===== config.mk =====
export PLATFORM = sky130hd
export DESIGN_NAME = dltm_front
export DESIGN_NICKNAME = d
export VERILOG_FILES = /design/src/rtl/delta_list_timer_manager_assert.svh /design/src/rtl/dltm_pkg.sv /design/src/rtl/dltm_front.sv
export SDC_FILE = /design/constraint.sdc
export NUM_CORES = 1
export LEC_CHECK = 0
export BUFFER_PORTS_ARGS = -buffer_cell sky130_fd_sc_hd__buf_2
export CAP_MARGIN = 30
export CORE_MARGIN = 3
export CORE_UTILIZATION = 56
export CTS_CLUSTER_DIAMETER = 80
export DETAILED_ROUTE_END_ITERATION = 8
export PLACE_DENSITY = 0.94
export SKIP_LAST_GASP = 1
export SLEW_MARGIN = 20
export SYNTH_ARGS = -nofsm -noshare
export SYNTH_HDL_FRONTEND = slang
export SYNTH_SLANG_ARGS = --single-unit

===== constraint.sdc =====
create_clock -name clk -period 12.55 [get_ports clk]
set_clock_uncertainty 0.05 [all_clocks]
set_input_delay 1.8825 -clock clk [delete_from_list [all_inputs] [get_ports clk]]
set_output_delay 1.8825 -clock clk [all_outputs]
set_load 0.05 [all_outputs]

===== src/rtl/delta_list_timer_manager_assert.svh =====
// assertion macros used by the timer manager back end
`ifndef DELTA_LIST_TIMER_MANAGER_ASSERT_SVH
`define DELTA_LIST_TIMER_MANAGER_ASSERT_SVH
`ifndef SYNTH
// property holds at every clock edge outside reset
`define DLTM_ASSERT(lbl, ck, rs, prop) \
  lbl: assert property (@(posedge ck) disable iff (rs) (prop)) \
    else $error("delta list timer manager: assertion failed");
// consequent holds in the cycle after the antecedent
`define DLTM_ASSERT_NEXT(lbl, ck, rs, pre, post) \
  lbl: assert property (@(posedge ck) disable iff (rs) (pre) |=> (post)) \
    else $error("delta list timer manager: assertion failed");
`else
`define DLTM_ASSERT(lbl, ck, rs, prop)
`define DLTM_ASSERT_NEXT(lbl, ck, rs, pre, post)
`endif
`endif


===== src/rtl/dltm_pkg.sv =====
package dltm_pkg;

  localparam int TIMER_SLOTS = 64;
  localparam int SLOT_W      = $clog2(TIMER_SLOTS);
  localparam int CNT_W       = $clog2(TIMER_SLOTS + 1);
  localparam int ID_W        = 16;
  localparam int OWNER_W     = 16;
  localparam int DELTA_W     = 31;

  // command queue between front and back
  localparam int QDEPTH = 2;
  localparam int QPTR_W = $clog2(QDEPTH);
  localparam int QCNT_W = $clog2(QDEPTH + 1);

  localparam logic [2:0] OP_CREATE = 3'd0;
  localparam logic [2:0] OP_DELETE = 3'd1;
  localparam logic [2:0] OP_START  = 3'd2;
  localparam logic [2:0] OP_STOP   = 3'd3;
  localparam logic [2:0] OP_TICK   = 3'd4;

  localparam logic [1:0] ST_OK          = 2'd0;
  localparam logic [1:0] ST_BAD_TIMEOUT = 2'd1;
  localparam logic [1:0] ST_NOT_FOUND   = 2'd2;
  localparam logic [1:0] ST_FULL        = 2'd3;

  localparam logic KIND_REPLY  = 1'b0;
  localparam logic KIND_NOTICE = 1'b1;

  localparam logic ONE_SHOT = 1'b1;

  typedef struct packed {
    logic [2:0]         op;
    logic [OWNER_W-1:0] owner;
    logic [ID_W-1:0]    handle;
    logic [DELTA_W-1:0] period;
    logic               single;
    logic               bad;
  } cmd_t;

  typedef struct packed {
    logic [ID_W-1:0]    ident;
    logic [OWNER_W-1:0] owner;
    logic [DELTA_W-1:0] period;
    logic               single;
  } slot_word_t;

  typedef struct packed {
    logic [SLOT_W-1:0]  slot;
    logic [DELTA_W-1:0] delta;
  } list_word_t;

endpackage


===== src/rtl/dltm_front.sv =====
module dltm_front (
  input  logic                clk,
  input  logic                rst,
  input  logic                start,
  output logic                busy,
  input  logic [2:0]          op,
  input  logic [15:0]         owner,
  input  logic [15:0]         handle,
  input  logic signed [31:0]  period,
  input  logic                one_shot,
  input  logic                pop,
  output logic                q_valid,
  output dltm_pkg::cmd_t      q_cmd
);

  dltm_pkg::cmd_t queue [dltm_pkg::QDEPTH];
  dltm_pkg::cmd_t entry;
  logic [dltm_pkg::QPTR_W-1:0] wr_ptr;
  logic [dltm_pkg::QPTR_W-1:0] rd_ptr;
  logic [dltm_pkg::QCNT_W-1:0] fill;
  logic accept;
  logic push;
  logic take;

  localparam int QCW = dltm_pkg::QCNT_W;

  assign busy    = (fill == QCW'(dltm_pkg::QDEPTH));
  assign q_valid = (fill != '0);
  assign q_cmd   = queue[rd_ptr];
  assign accept  = start && !busy;
  // unknown opcodes are dropped here
  assign push    = accept && (op <= dltm_pkg::OP_TICK);
  assign take    = pop && q_valid;

  always_comb begin
    entry.op     = op;
    entry.owner  = owner;
    entry.handle = handle;
    entry.period = period[30:0];
    entry.single = (one_shot == dltm_pkg::ONE_SHOT);
    entry.bad    = period[31] || (period == '0);
  end

  always_ff @(posedge clk) begin
    if (push) begin
      queue[wr_ptr] <= entry;
    end
  end

  always_ff @(posedge clk) begin
    if (rst) begin
      wr_ptr <= '0;
      rd_ptr <= '0;
      fill   <= '0;
    end else begin
      if (push) begin
        wr_ptr <= wr_ptr + 1'b1;
      end
      if (take) begin
        rd_ptr <= rd_ptr + 1'b1;
      end
      if (push && !take) begin
        fill <= fill + 1'b1;
      end else if (!push && take) begin
        fill <= fill - 1'b1;
      end
    end
  end

endmodule


After elaboration in Yosys (flattened, before gate mapping):

Memories as Yosys holds them, arrays and structs flattened. A register that Yosys moved wholly into a read port is not among the register bits.
Index checks and enable logic that the tools add are counted.

* bits in registers: 4
* memory bits (writable): 136
* bits of input ports: 72
* output and inout bits: 70
* word-level logic and storage cells: 28
* memories: 1

* add/subtract/negate cells: 4
* magnitude comparators: 1
* eq/ne operators: 1
* multiplexer cells: 6
* reductions and logical operators: 12

Memories
* queue: words 2, bits a word 68, read ports 1, clocked after Yosys merged registers in 1, wr ports 1, line dltm_front.sv:16 `dltm_pkg::cmd_t queue [dltm_pkg::QDEPTH];`

Operators with widths (number)
* $logic_not 32->1: 1
* $logic_and 1x1->1: 5
* $mux 1: 4
* $mux 2: 2
* $reduce_bool 2->1: 2
* $le 3x3->1 const B: 1
* $logic_not 1->1: 3
* $add 1x1->1 const B: 2
* $add 2x1->2 const B: 1
* $eq 2x2->1 const B: 1
* $sub 2x1->2 const B: 1
* $logic_or 1x1->1: 1

Depth between registers and ports, before layout:

Gate-level depths: netlist of run 1.

* word-level depth: 8
* depth in mapped cells: 7
* gate-level depth less buffers: 7

Worst setup path after synthesis of run 1:

OpenSTA, ideal clock, no wires.

* path kind: input -> register
* start: input port op[1]
* end: memory queue[1][0] in the netlist's numbering (enable)
* library setup time: 494 ps
* arrival time: 5115 ps
* required time: 12006 ps
* slack: 6891 ps
* stages: 3
* buffers on the path: 0
* cells stage by stage: o21ai_0 nand3_1 nor2_1

* longest elaborated chain between the ends: 4

Ends and longest elaborated chain
* start: declaration: line dltm_front.sv:6 `input logic [2:0] op,`
* $le 3x3->1: line dltm_front.sv:32 `assign push = accept && (op <= dltm_pkg::OP_TICK);`
* $logic_and 1x1->1: line dltm_front.sv:32
* $mux 1: line dltm_front.sv:45 `if (push) begin`
* $mux 1 (not written as such): line dltm_front.sv:46 `queue[wr_ptr] <= entry;`
* end: declaration: line dltm_front.sv:16

No other way between the ends.

==> results of run 1 <==
[logic make-up (layout without fill, tap and decap cells)]
group,count (synthesis),in the layout,share of synthesized area
compound gates,7,7,0.007801
simple gates,19,19,0.02033
flops,141,141,0.7905
mux,68,68,0.1589
fa+ha+maj,1,1,0.002364
buf+inv,12,180,0.01513
xor+xnor,3,3,0.004965
[registers in the layout (all words and copies together), names as in the netlist, named ones only]
signal,cells
queue,136
wr_ptr,1
rd_ptr,1
fill,2
[cell usage after synthesis, drive strengths merged (2+ instances only)]
| cell type | instances |
|---|---|
| xor2 | 3 |
| inv | 4 |
| buf | 8 |
| edfxtp | 136 |
| o21ai | 3 |
| a21oi | 2 |
| mux2 | 68 |
| nor4 | 8 |
| nor2 | 4 |
| dfxtp | 5 |
| nand4 | 3 |
[area by class of cell]
class	count	share of cell area
Timing Repair Buffer	144	0.1109
Clock inverter	12	0.02098
Clock buffer	20	0.06368
Sequential cell	141	0.6269
Inverter	4	0.002248
Multi-Input combinational cell	98	0.1551
Tap cell	108	0.02023
[worst reg2reg max path: stages, from the launching register on]
cell      delay (ps)
dfxtp_1          400
nand2b_1         230
nand3_1          170
nor2_4           120
buf_4            690
[worst max path at each step]
stage | start | to | slack, ps | depth (start not counted)
finish | register | q_cmd[7] | 8560 | 3
global route | register | q_cmd[7] | 8470 | 3
CTS | register | q_cmd[7] | 8390 | 2
detailed placement | op[1] | queue[1][26] | 8680 | 5
global placement | op[1] | queue[1][24] | 8870 | 5
floorplan | op[1] | queue[1][0] | 6890 | 3
[through the flow]
step	std cells	worst slack [ps]	hold slack (ps)	instance area, um2
floorplan	251	6891	420.5	5293
global placement	494	8866	433.0	6095
detailed placement	494	8675	460.8	6095
CTS	526	8388	478.0	6660
global route	527	8469	503.9	6680
finish	527	8558	472.8	6680
[per-layer routing]
layer / GRT usage / vias up / routed length [um]
li1: - / 1310 / -
met4: 0.06773 / 0 / 59
met3: 0.05231 / 9 / 624
met5: 0 / - / 0
met1: 0.2155 / 1383 / 3947
met2: 0.3384 / 107 / 5229
[report_power, final]
group | internal [W] | switching [W] | leakage [nW]
sequential | 0.000574 | 0.0000296 | 1.29
clock | 0.000285 | 0.000182 | 0.266
combinational | 0.000159 | 0.000372 | 0.972
total | 0.00102 | 0.000583 | 2.53
==> flow_summary_export.csv, run 1 <==
group,metric,value,unit
logic_synthesis,ys_types,20,
worst_setup_path,critPathRequiredTime,10620,ps
die,die_y,103.2,um
final_layout,fin_nets,479,
final_layout,fillCellCount,548,
worst_setup_path,max_stage_delay,630,ps
worst_setup_path,worstPathCellList,"buf_12 -> mux2_2 -> buf_2",
global_routing,grt_pass1_vias,2932,
clock_tree,root_buffer,"clkbuf_8",
detailed_routing,wire_per_inst,18.71,um
power,p_leak,2.532,nW
final_layout,final_common_cell,"buf_2",
die,start_util,0.5924,
die,core_area,0.008934,mm2
timing,finalSetupViolCount,0,
logic_synthesis,synth_flop_cell,"edfxtp_1",
worst_hold_path,worstHoldPathCells,2,
clock_tree,cts_resized,0,
global_routing,grt-ovfl-total,0,
clock_tree,cts_setup_buffers,0,
logic_synthesis,yosys.area.top_type,"edfxtp_1",
worst_setup_path,path_buf_inv,2,
detailed_routing,avgViaCountPerCell,5.330,
worst_setup_path,critPathLaunchType,"register",
worst_setup_path,r2r-end,"queue[1][1]",
clock_tree,numCtsBuffers,17,
die,io-pin-count,142,
logic_synthesis,syn_inst,251,
logic_synthesis,ys_warn_count,0,
clock_tree,cts_hold_buf,0,
logic_synthesis,synth_edf_count,136,
run_status,run_status,"finished, final reports clean",
power,finalPower,0.001601,W
worst_setup_path,crit_fanout,37,
die,fp-row-count,34,
logic_synthesis,avgSynthCellArea,21.09,um2
global_routing,antenna_found_initial,0,
logic_synthesis,syn_nets,324,
placed_design,hpwl,6183,um
detailed_routing,ant_nets,0,
worst_setup_path,critPathTopFamily,"flip-flops",
worst_setup_path,critPathCaptureType,"primary output",
final_layout,most-common-layout-cells,"buf_2 (141), edfxtp_1 (136), mux2_2 (48)",
timing,rsz0062_at_grt,"no",
timing,max_freq,250.5,MHz
timing,tns,0,ps
timing,drv_slew,0,
final_layout,multi_input_area,0.001036,mm2
worst_hold_path,min_path_type,"reg2reg",
clock_tree,clock_latency,490,ps
global_routing,grt_max_degree,69,
run,maxCapViolations,0,
logic_synthesis,synthArstFlopShare,0,
die,die_w,103.2,um
worst_setup_path,arrival,2060,ps
worst_hold_path,min_from,"fill[1]",
final_layout,antenna_cells,0,
worst_setup_path,cpMaxStageDelayCell,"dfxtp_4",
clock_tree,clock_sinks,141,
die,die_area,0.01065,mm2
worst_hold_path,whs_endpoint,"fill[1]",
detailed_routing,drt_first_pass_iters,4,
timing,slew_headroom,0.3801,
clock_tree,cts_buffer_depth,2,
clock_tree,htree_levels,4,
timing,hold_viol,0,
placed_design,io_buffers,141,
logic_synthesis,ys_seq_elements,141,
timing,timing.final.crit_share,0.3181,
logic_synthesis,syn-cell-area,0.005293,mm2
worst_setup_path,regToRegSetupSlack,10430,ps
final_layout,seqCellArea,0.004188,mm2
logic_synthesis,yosysSeqAreaShare,0.7905,
logic_synthesis,synthTopCellsByArea,"edfxtp_1 (77%), mux2_2 (10%), mux2_4 (5.7%)",
worst_setup_path,r2r_cells,4,
worst_setup_path,criticalPathCategory,"reg2out",
placed_design,place.gp.congestion,0.7155,
clock_tree,clk_pin_slew,60,ps
detailed_routing,routed_wl,9860,um
detailed_routing,route.detailed.drc,0,
timing,fin_crit,3992,ps
power,irDropWorstVdd,0.0001879,V
detailed_routing,drt_iter0_markers,101,
detailed_routing,via_count,2809,
final_layout,drive_gt1_frac,0.5871,
final_layout,area_growth,26.22,%
worst_setup_path,r2r-start,"fill[0]",
global_routing,track_usage,0.1882,
logic_synthesis,yosysTopAreaCellShare,0.7716,
clock_tree,tritoncts,"done",
power,pwr_density_cell,239.6,mW/mm2
final_layout,fin_util,0.7478,
global_routing,grt_pass1_wl,14710,um
timing,worst_pin_slew,929.8,ps
Power figures use the tool's default switching activity.
==> run 2, diff against run 1 <==
- ABC_AREA: default -> 1
- CORE_UTILIZATION: 56 -> 52
- PLACE_DENSITY: 0.94 -> 0.89
- clock period: 12.55 -> 3.85 ns (I/O delays scaled with it)
==> flow_summary_export.csv, run 2 <==
group,metric,value,unit
power,p_int,0.003153,W
die,fp-row-count,36,
logic_synthesis,syn-cell-area,0.005354,mm2
clock_tree,clk_pin_slew,60,ps
clock_tree,clock_sinks,141,
worst_hold_path,min_path_type,"in2reg",
detailed_routing,ant_nets,0,
run_status,run_status,"finished, final reports clean",
timing,max_freq,369.6,MHz
final_layout,fin_nets,507,
power,switching_share,0.3229,
worst_setup_path,critPathRequiredTime,3220,ps
placed_design,post-place-ws,1273,ps
final_layout,drive_gt1_frac,0.5459,
clock_tree,cts_setup_buffers,0,
power,irDropWorstVdd,0.0004574,V
die,die_w,107.5,um
worst_hold_path,whs_endpoint,"queue[0][61]",
global_routing,grt_max_degree,69,
logic_synthesis,syn_inst,279,
die,start_util,0.5403,
logic_synthesis,yosysMostFrequentCell,"edfxtp_1",
global_routing,grt-ovfl-total,0,
worst_setup_path,critPathTopFamily,"flip-flops",
worst_setup_path,cpMaxStageDelayCell,"dfxtp_4",
global_routing,grt_pass1_wl,14450,um
power,p_sw,0.001503,W
global_routing,grt_pass1_vias,2977,
timing,rsz0062_at_grt,"no",
worst_setup_path,r2r_cells,6,
final_layout,fin_util,0.6846,
logic_synthesis,synthTopCellsByCount,"edfxtp_1 (136), mux2_2 (48), nor2_1 (26), mux2_4 (20), nand2_1 (18)",
placed_design,place.gp.congestion,0.7997,
final_layout,reg_top3,"queue (136), fill (2)",
worst_setup_path,worstPathCellList,"buf_12 -> mux2_2 -> buf_2",
detailed_routing,via_count,2899,
power,p_leak,2.574,nW
die,die_area,0.01155,mm2
timing,fin_crit,2705,ps
worst_setup_path,critPathLaunchType,"register",
detailed_routing,routed_wl,9523,um
timing,tns,0,ps
placed_design,io_buffers,141,
logic_synthesis,avgSynthCellArea,19.19,um2
final_layout,largest_reg_flops,136,
worst_setup_path,arrival,2080,ps
global_routing,antenna_found_initial,0,
clock_tree,htree_levels,4,
logic_synthesis,syn_nets,352,
power,pwr_density_cell,686.4,mW/mm2
die,die_y,107.5,um
detailed_routing,drt_first_pass_iters,4,
worst_setup_path,critPathCaptureType,"primary output",
worst_setup_path,criticalPathCategory,"reg2out",
worst_setup_path,path_buf_inv,2,
worst_hold_path,worstHoldPathCells,1,
logic_synthesis,synthTopCellsByArea,"edfxtp_1 (76%), mux2_2 (10%), mux2_4 (5.6%)",
timing,hold_viol,0,
logic_synthesis,yosysTopAreaCellShare,0.7628,
logic_synthesis,ys_seq_elements,141,
logic_synthesis,yosys.area.top_type,"edfxtp_1",
die,core_area,0.009910,mm2
die,io-pin-count,142,
worst_setup_path,regToRegSetupSlack,1590,ps
run,maxCapViolations,0,
detailed_routing,avgViaCountPerCell,4.998,
worst_setup_path,max_stage_delay,670,ps
power,seq_power_share,0.410,
clock_tree,cts_resized,0,
logic_synthesis,synth_edf_count,136,
global_routing,track_usage,0.1706,
logic_synthesis,ys_types,15,
final_layout,regMostFlops,"queue",
detailed_routing,drt_iter0_markers,153,
clock_tree,root_buffer,"clkbuf_8",
worst_setup_path,r2r-end,"queue[1][58]",
clock_tree,tritoncts,"done",
power,combPwrFrac,0.261,
final_layout,area_growth,26.71,%
logic_synthesis,ys_warn_count,0,
worst_setup_path,crit_fanout,36,
timing,worst_slack,1145,ps
clock_tree,numCtsBuffers,17,
worst_setup_path,r2r-start,"fill[1]",
logic_synthesis,yosysSeqAreaShare,0.7815,
final_layout,final_common_cell,"buf_2",
worst_hold_path,min_from,"owner[12]",
final_layout,most-common-layout-cells,"buf_2 (141), edfxtp_1 (136), mux2_2 (48)",
clock_tree,cts_buffer_depth,2,
clock_tree,clock_latency,520,ps
detailed_routing,route.detailed.drc,0,
timing,slew_headroom,0.3898,
placed_design,hpwl,6198,um
logic_synthesis,synth_flop_cell,"edfxtp_1",
timing,timing.final.crit_share,0.7027,
final_layout,antenna_cells,0,
timing,drv_slew,0,
timing,worst_pin_slew,915.3,ps
power,clkPwrFrac,0.329,
clock_tree,cts_hold_buf,0,
timing,finalSetupViolCount,0,
detailed_routing,wire_per_inst,16.42,um
logic_synthesis,synthArstFlopShare,0,
[run 2: cell count changes in the layout (fill, tap and decap cells not counted), moves of 3 or more]
cell / change
inv_1: +3
nand4_1: -3
clkinvlp_4: +3
nand2_1: +18
xor2_1: -3
nor2_1: +23
clkinv_4: -4
nor4_1: -8
[run 2: kinds of logic after synthesis]
| group | share of synthesized area |
|---|---|
| flip-flops | 0.7815 |
| multiplexers | 0.1570 |
| AND/OR/NAND/NOR | 0.03178 |
| buffers and inverters | 0.01846 |
| AO/OA/AOI/OAI | 0.008881 |
| adder cells (fa/ha/maj) | 0.002337 |
[run 2: layout make-up]
cell class / instances / area, um2
Clock buffer: 22 / 452.9
Clock inverter: 10 / 115.1
Fill cell: 699 / 3126
Inverter: 7 / 26.28
Multi-Input combinational cell: 123 / 1082
Sequential cell: 141 / 4188
Tap cell: 133 / 166.4
Timing Repair Buffer: 144 / 753.2
[run 2: power by group through the flow]
stage,registers (W),clock network (W),logic (W)
final,0.00191,0.00153,0.00122
after floorplan,0.00190,0,0.00103
after CTS,0.00195,0.00156,0.00118
after global placement,0.00197,0,0.00116
after detailed placement,0.00198,0,0.00118
after global routing,0.00192,0.00163,0.00128
[run 2: worst register-to-register path, delay by kind of cell (launching register included)]
family	cells	cell delay, ps
buf+inv	3	1030
simple gates	2	380
flops	1	300
compound gates	1	170
[run 2: layer usage]
metal / share of wire / up-vias / GRT usage
met2: 0.51 / 108 / 0.2811
li1: - / 1367 / -
met1: 0.41 / 1410 / 0.2024
met3: 0.073 / 14 / 0.06839
met5: 0 / - / 0
met4: 0.015 / 0 / 0.06492
[run 2: worst max-delay path by stage]
stage	start	to	slack, ps	cells past startpoint
2_1_floorplan	start	queue[0][0]	960	2
3_3_place_gp	op[1]	queue[1][61]	1390	6
3_5_place_dp	op[1]	queue[1][53]	1270	6
4_1_cts	register	q_cmd[18]	970	2
5_1_grt	register	q_cmd[66]	1040	3
6_report	register	q_cmd[66]	1140	3
[run 2: stage by stage]
step	area [um2]	instances	power, W	hold WS (ps)
after floorplan	5365	279	0.002922	397.4
after global placement	6196	547	0.003135	399.7
after detailed placement	6196	547	0.003162	413.7
after CTS	6764	579	0.004692	174.5
after global routing	6784	580	0.004830	163.9
final	6784	580	0.004657	195.5
==> run 3, diff against run 2 <==
- CORE_UTILIZATION: 52 -> 47
- PLACE_DENSITY: 0.89 -> 0.85
- clock period: 3.85 -> 2.4 ns (I/O delays scaled with it)
==> flow_summary_export.csv, run 3 (synthesis results as in run 2) <==
group,metric,value,unit
final_layout,reg_top3,"queue (136), fill (2)",
detailed_routing,avgViaCountPerCell,4.883,
clock_tree,cts_setup_buffers,0,
final_layout,fillCellCount,812,
clock_tree,tritoncts,"done",
worst_setup_path,arrival,1850,ps
placed_design,io_buffers,141,
final_layout,area_growth,29.00,%
global_routing,grt_pass1_wl,15320,um
placed_design,hpwl,6613,um
timing,worst_pin_slew,572.3,ps
die,die_w,112.7,um
timing,drv_slew,0,
die,fp-row-count,38,
placed_design,place.gp.congestion,0.7282,
timing,fin_crit,2256,ps
timing,timing.final.crit_share,0.9399,
timing,max_freq,443.3,MHz
worst_setup_path,critPathLaunchType,"register",
die,die_area,0.01271,mm2
power,irDropWorstVdd,0.0006295,V
timing,tns,0,ps
global_routing,grt-ovfl-total,0,
run_status,run_status,"finished, final reports clean",
die,io-pin-count,142,
worst_hold_path,whs_endpoint,"queue[1][55]",
detailed_routing,drt_iter0_markers,99,
worst_setup_path,r2r-start,"fill[1]",
worst_setup_path,regToRegSetupSlack,670,ps
worst_setup_path,r2r-end,"fill[1]",
timing,finalSetupViolCount,0,
die,start_util,0.4875,
clock_tree,htree_levels,4,
final_layout,fin_nets,510,
worst_hold_path,min_path_type,"in2reg",
detailed_routing,wire_per_inst,16.44,um
timing,slew_headroom,0.6184,
worst_hold_path,worstHoldPathCells,1,
detailed_routing,route.detailed.drc,0,
detailed_routing,ant_nets,0,
clock_tree,cts_buffer_depth,2,
final_layout,regMostFlops,"queue",
worst_setup_path,critPathRequiredTime,1990,ps
clock_tree,cts_resized,0,
clock_tree,clock_latency,400,ps
global_routing,grt_pass1_vias,3184,
clock_tree,clock_sinks,141,
timing,rsz0062_at_grt,"no",
worst_setup_path,criticalPathCategory,"reg2out",
final_layout,most-common-layout-cells,"buf_2 (141), edfxtp_1 (136), mux2_2 (48)",
die,die_y,112.7,um
worst_setup_path,r2r_cells,9,
detailed_routing,via_count,2881,
run,maxCapViolations,0,
detailed_routing,drt_first_pass_iters,4,
clock_tree,clk_pin_slew,60,ps
power,p_leak,2.635,nW
detailed_routing,routed_wl,9697,um
global_routing,grt_max_degree,43,
clock_tree,numCtsBuffers,17,
clock_tree,cts_hold_buf,0,
final_layout,largest_reg_flops,136,
timing,hold_viol,0,
global_routing,track_usage,0.1577,
timing,whs,94.86,ps
worst_hold_path,min_from,"owner[6]",
worst_setup_path,critPathCaptureType,"primary output",
worst_setup_path,crit_fanout,23,
final_layout,final_common_cell,"buf_2",
final_layout,antenna_cells,0,
clock_tree,root_buffer,"clkbuf_16",
final_layout,drive_gt1_frac,0.5511,
power,pwr_density_cell,1135,mW/mm2
die,core_area,0.01098,mm2
global_routing,antenna_found_initial,0,
[run 3: area by class of cell]
cell class / instances / area [um2] / share of cell area
Tap cell: 140 / 175.2 / 0.02536
Clock buffer: 18 / 429.2 / 0.06214
Inverter: 7 / 30.03 / 0.004348
Clock inverter: 14 / 214.0 / 0.03098
Sequential cell: 141 / 4188 / 0.6063
Timing Repair Buffer: 147 / 788.3 / 0.1141
Multi-Input combinational cell: 123 / 1082 / 0.1567
[run 3: layer usage]
layer	global-route usage	part of all wire	vias to the layer above
met5	0	0	-
met4	0.06330	0.013	0
met3	0.05455	0.073	14
met2	0.2701	0.52	112
met1	0.1820	0.39	1385
li1	-	-	1370
[run 3: worst max path at each step]
stage / startpoint / end / slack [ps] / depth (start not counted)
CTS: register / q_cmd[39] / 100 / 3
global placement: register / q_cmd[46] / 560 / 3
global route: register / q_cmd[11] / 60 / 3
floorplan: op[1] / queue[0][0] / -270 / 2
finish: register / q_cmd[39] / 140 / 3
detailed placement: register / q_cmd[39] / 550 / 3
[run 3: critical path, cell delays in order, from the launching register on]
cell,delay (ps)
dfxtp_4,550
buf_4,300
mux2_2,370
buf_2,210
[run 3: power breakdown]
group	total, W	switching, W	internal [W]
clock	0.00280	0.000956	0.00185
combinational	0.00200	0.00140	0.000593
sequential	0.00304	0.0000898	0.00295
[run 3: stage by stage]
stage	std cells	setup WS (ps)	power (W)	utilization	instance area [um2]
2_1_floorplan	279	-265.3	0.004688	-	5369
3_3_place_gp	558	556.1	0.005056	0.5703	6264
3_5_place_dp	558	545.6	0.005104	0.5703	6264
4_1_cts	590	102.2	0.007922	0.6288	6907
5_1_grt	590	56.66	0.008144	0.6288	6907
6_report	590	144.3	0.007839	0.6288	6907
